<file path="src/nlc_pkg.sv">
`timescale 1ns / 1ps
package nlc_pkg;
   localparam int SETS       = 256;
   localparam int WAYS       = 8;
   localparam int LINE_BYTES = 64;
   localparam int MSHR_COUNT = 16;

   localparam int ADDR_W  = 48;
   localparam int OFF_W   = $clog2(LINE_BYTES);
   localparam int SET_W   = $clog2(SETS);
   localparam int WAY_W   = (WAYS > 1) ? $clog2(WAYS) : 1;
   localparam int RANK_W  = WAY_W;
   localparam int USED_W  = $clog2(WAYS + 1);
   localparam int TAG_W   = ADDR_W - OFF_W - SET_W;
   localparam int LINE_W  = ADDR_W - OFF_W;
   localparam int MSHR_W  = (MSHR_COUNT > 1) ? $clog2(MSHR_COUNT) : 1;
   localparam int CNT_W   = $clog2(MSHR_COUNT + 1);
   localparam int PEND_W  = 4;
   localparam int TXLOG_W = 2;
   localparam int TXIDX_W = 3;
   localparam int LIMIT_W = 5;
   localparam int CSR_IDX_W  = 1;
   localparam int CSR_DATA_W = 5;

   localparam logic [CSR_IDX_W-1:0] CSR_TXLOG = 1'd0;
   localparam logic [CSR_IDX_W-1:0] CSR_LIMIT = 1'd1;

   typedef enum logic [1:0] {
      ACT_READ  = 2'd0,
      ACT_WRITE = 2'd1,
      ACT_FILL  = 2'd2,
      ACT_NONE  = 2'd3
   } action_type;

   typedef enum logic [2:0] {
      ST_HIT       = 3'd0,
      ST_MERGED    = 3'd1,
      ST_ALLOC     = 3'd2,
      ST_NO_MSHR   = 3'd3,
      ST_NO_LINE   = 3'd4,
      ST_FILL_PART = 3'd5,
      ST_FILL_DONE = 3'd6,
      ST_FILL_MISS = 3'd7
   } status_type;

   typedef enum logic [1:0] {
      S_IDLE,
      S_LOOKUP,
      S_EMIT
   } state_type;

   typedef struct packed {
      logic             valid;
      logic [TAG_W-1:0] tag;
      logic             dirty;
      logic             ready;
      logic [RANK_W-1:0] rank;
   } way_type;

   typedef way_type [WAYS-1:0] row_type;

   typedef struct packed {
      logic capture;
      logic commit;
      logic emit;
   } ctrl_cmd_type;

   typedef struct packed {
      logic pending;
      logic final_item;
      logic slot_free;
   } dp_stat_type;
endpackage

</file>
<file path="src/nlc_ctrl.sv">
`timescale 1ns / 1ps
module nlc_ctrl import nlc_pkg::*; (
   input  logic         clock,
   input  logic         reset,
   input  logic         req_valid,
   output logic         req_ready,
   input  dp_stat_type  stat,
   output ctrl_cmd_type cmd
);
   state_type state_ff, state_in;

   always_ff @(posedge clock) begin
      if (reset) begin
         state_ff <= S_IDLE;
      end else begin
         state_ff <= state_in;
      end
   end

   always_comb begin
      state_in = state_ff;
      unique case (state_ff)
         S_IDLE: begin
            if (req_valid) state_in = S_LOOKUP;
         end
         S_LOOKUP: begin
            state_in = S_EMIT;
         end
         S_EMIT: begin
            if (!stat.pending || (stat.slot_free && stat.final_item)) state_in = S_IDLE;
         end
         default: begin
            state_in = S_IDLE;
         end
      endcase
   end

   always_comb begin
      req_ready   = (state_ff == S_IDLE);
      cmd.capture = (state_ff == S_IDLE) && req_valid;
      cmd.commit  = (state_ff == S_LOOKUP);
      cmd.emit    = (state_ff == S_EMIT) && stat.pending && stat.slot_free;
   end
endmodule

</file>
<file path="config.mk">
export PLATFORM = sky130hd
export DESIGN_NAME = nlc_ctrl
export DESIGN_NICKNAME = d
export VERILOG_FILES = /design/src/nlc_pkg.sv /design/src/nlc_ctrl.sv
export SDC_FILE = /design/constraint.sdc
export NUM_CORES = 1
export LEC_CHECK = 0
export BUFFER_PORTS_ARGS = -buffer_cell sky130_fd_sc_hd__clkbuf_2
export CORE_AREA = 2 2 39 41
export CTS_CLUSTER_DIAMETER = 200
export DETAILED_ROUTE_END_ITERATION = 8
export DIE_AREA = 0 0 41 43
export SLEW_MARGIN = 20
export SYNTH_ARGS = -nofsm -noshare
export SYNTH_HDL_FRONTEND = slang
export SYNTH_SLANG_ARGS = --single-unit
</file>
<file path="constraint.sdc">
create_clock -name clock -period 1.4 [get_ports clock]
set_clock_uncertainty 0.15 [all_clocks]
set_input_delay 0.14 -clock clock [delete_from_list [all_inputs] [get_ports clock]]
set_output_delay 0.14 -clock clock [all_outputs]
set_load 0.005 [all_outputs]
</file>
## After elaboration in Yosys (flattened, before gate mapping)

Cells that the tools add are included.

- Equality and inequality tests: 4
- Muxes and demuxes: 3
- Reduce and logical (&&, ||, !) cells: 8

Operators by type and width:

| operator | number |
|---|---|
| one-hot mux 2 bit (3 select lines) | 1 |
| logical AND 1 bit | 4 |
| 2-to-1 mux 2 bit | 2 |
| inequality test 2 bit (second input constant) | 2 |
| == test 2 x 1 -> 1 bit (second input constant) | 1 |
| == test 2 bit (second input constant) | 1 |
| logical NOT 2 bit | 1 |
| AND reduction 2 bit | 1 |
| logical NOT 1 bit | 1 |
| logical OR 1 bit | 1 |

- Bits in registers: 2
- Bits of input ports: 6
- Output and inout bits: 4
- Word-level logic and storage cells: 16

## Longest topological paths before layout

- Depth after elaboration: 4
- Gate-level depth with buffers: 3
- Gate-level depth less buffers: 3

## Worst setup path before layout

OpenSTA, ideal clock, no wires.

- Kind: register to register
- From: register state_ff[1]
- To: register state_ff[1]
- Library setup time: 0.115 ns
- Arrival: 0.695 ns
- Required time: 1.135 ns
- Slack: 0.439 ns
- Cell stages (with the launch flop): 4
- Path buffers: 0
- Clock period less this slack: 0.961 ns
- Cells stage by stage: dfxtp_1 and2b_1 a31oi_1 nor2_1

RTL lines:

| what | RTL line | source |
|---|---|---|
| from (decl) | nlc_ctrl.sv:10 | `state_type state_ff, state_in;` |
| from (signal assigned) | nlc_ctrl.sv:16 | `state_ff <= state_in;` |

==> flow_summary.yaml <==
detailed_routing:
  maxUsedRoutingLayer: "met3"
  wl_um: 294
  wl_met2_um: 103
  drc: 0
  ant_nets: 0
  viasPerCell: 3.075
  wl_met1_um: 142
  route.met3.wl_um: 49
  wl_per_cell_um: 7.350
  route.vias.total: 123
  drt-initial-drc-count: 6
  drtPass1Iterations: 4
global_route:
  grt_pass1_vias: 122
  grt_pass1_wl_um: 427
  antenna_found_initial: 0
  gr-usage-all-layers_pct: 4.709
  gr-total-overflow: 0
  grt_start_max_net_pins: 4
layout:
  nets: 32
  drive_gt1_share_pct: 58.33
  area_growth_pct: 101.3
  mostFrequentLayoutCells: "9 x clkbuf_2, 3 x clkbuf_4, 2 x and2b_1, 2 x dfxtp_1"
  fin_area_um2: 193.9
  antennaDiodeCount: 0
  largest_register_ffs: 2
  largestRegisters: "state_ff: 2 flops"
  final_common_cell: "clkbuf_2"
  top_register: "state_ff"
timing:
  worstMarginPinSlew_ps: 158.9
  setup_violations: 0
  hold_viol: 0
  drv_slew: 0
  period_needed_ps: 1290
  fin_crit_sh_pct: 92.17
  layout_setup_ws_ps: 109.7
  fmax_ghz: 0.7750
  relSlewSlack_pct: 89.35
  rsz0062_at_grt: "false"
  tns_ps: 0
floorplanning:
  num_rows: 14
  dieArea_um2: 1763
  fp.coreArea_um2: 1384
  die_w_um: 41
  start_util_pct: 6.962
  die_h_um: 43
  io_pins: 10
setup_path:
  r2r_end: "state_ff[1]"
  crit_path_end_kind: "primary output"
  worstPathRequired_ps: 1110
  worstSetupStartpointType: "register"
  endpoint: "cmd[0]"
  crit_path_start: "state_ff[1]"
  critPathKind: "reg -> out"
  worstRegToRegCells: 3
  worst-path-max-fanout: 3
  r2r_slack_ps: 400
  r2r_start: "state_ff[1]"
  critical_path_arrival_ps: 1000
synth:
  syn_inst: 11
  synth_nets: 17
  ys_types: 9
  synth-seq-area-share_pct: 41.56
  yosys_register_bits: 2
  ys_warn_count: 0
  synth_area_per_cell_um2: 8.758
  syn-cell-area_um2: 96.34
place:
  dpl_cell_area_um2: 161.4
  pre_cts_ws_ps: 338.8
  io_buffers: 9
  gp_congestion: 0.5346
pwr:
  internal-power_w: 0.0001757
  ir_worst_vdd_v: 0.0001306
  switching_share_pct: 21.07
  powerDensity_nw_per_um2: 1148
  power.static_leakage_nw: 0.1045
  combinationalPowerShare_pct: 14.9
  p_switching_w: 0.00004690
  seq_power_share_pct: 28.5
  pwr-share-clk_pct: 56.6
clock_network:
  clk_path_buf_depth: 2
  path_clk_slew_ps: 30
  root_buffer: "clkbuf_4"
  cts_buffers: 3
  cts.sinks: 2
  htreeDepth: 1
  clock_latency_ps: 220
  cts_tree: "done"
  ctsResizeCount: 0
  ctsHoldBuffers: 1
  post_cts_buffers: 0
min_path:
  hold_class: "in -> reg"
job:
  max_cap_violations: 0
status:
  status: "finished clean"
how the worst min path moves through the flow:
stage / start / to / slack (ps) / depth (start not counted)
after global routing: stat[2] / state_ff[1] / 70 / 3
after detailed placement: reset / state_ff[1] / 170 / 2
after global placement: reset / state_ff[1] / 170 / 2
final: stat[2] / state_ff[1] / 30 / 3
after CTS: stat[2] / state_ff[1] / 20 / 3
after floorplan: reset / state_ff[1] / 60 / 1
cells in the mapped netlist:
library cell	n	area share (%)
nor2b_1	1	6.5
and2_4	1	9.1
nor2_2	1	6.5
nand2_1	1	3.9
nor2_1	1	3.9
a31oi_1	1	6.5
dfxtp_1	2	42
and3_1	1	6.5
and2b_1	2	16
power by group through the flow:
stage	registers (W)	logic [W]	clock network (W)
2_1_floorplan	0.0000638	0.0000148	0
3_3_place_gp	0.0000639	0.0000311	0
3_5_place_dp	0.0000642	0.0000315	0
4_1_cts	0.0000635	0.0000338	0.000137
5_1_grt	0.0000642	0.0000377	0.000138
6_report	0.0000634	0.0000332	0.000126
cells by family after synthesis:
| kind of cell | count (synthesis) | share of synthesized area (%) |
|---|---|---|
| AND/OR/NAND/NOR | 8 | 51.95 |
| AO/OA/AOI/OAI | 1 | 6.498 |
| flip-flops | 2 | 41.56 |
critical path, cell delays in order (launching register included):
cell	delay, ps
dfxtp_1	330
nor2b_1	170
and3_1	170
clkbuf_2	100
layout make-up:
| type | count | area (um2) |
|---|---|---|
| Clock buffer | 3 | 22.52 |
| Fill cell | 161 | 1190 |
| Multi-Input combinational cell | 9 | 56.30 |
| Sequential cell | 2 | 40.04 |
| Tap cell | 16 | 20.02 |
| Timing Repair Buffer | 10 | 55.05 |
metrics by stage:
stage	instances	power, W	util [%]	hold slack, ps
2_1_floorplan	11	0.00007855	-	62.38
3_3_place_gp	36	0.00009499	11.66	173.5
3_5_place_dp	36	0.00009567	11.66	174.8
4_1_cts	40	0.0002338	14.01	19.29
5_1_grt	40	0.0002397	14.01	69.14
6_report	40	0.0002226	14.01	31.50
per-layer routing:
metal | global-route usage [%] | vias to the layer above
li1 | - | 62
met1 | 3.514 | 49
met2 | 4.688 | 12
met3 | 4.712 | 0
met4 | 8.000 | 0
met5 | 0 | -
No activity file was read; power rests on OpenSTA's default activity.
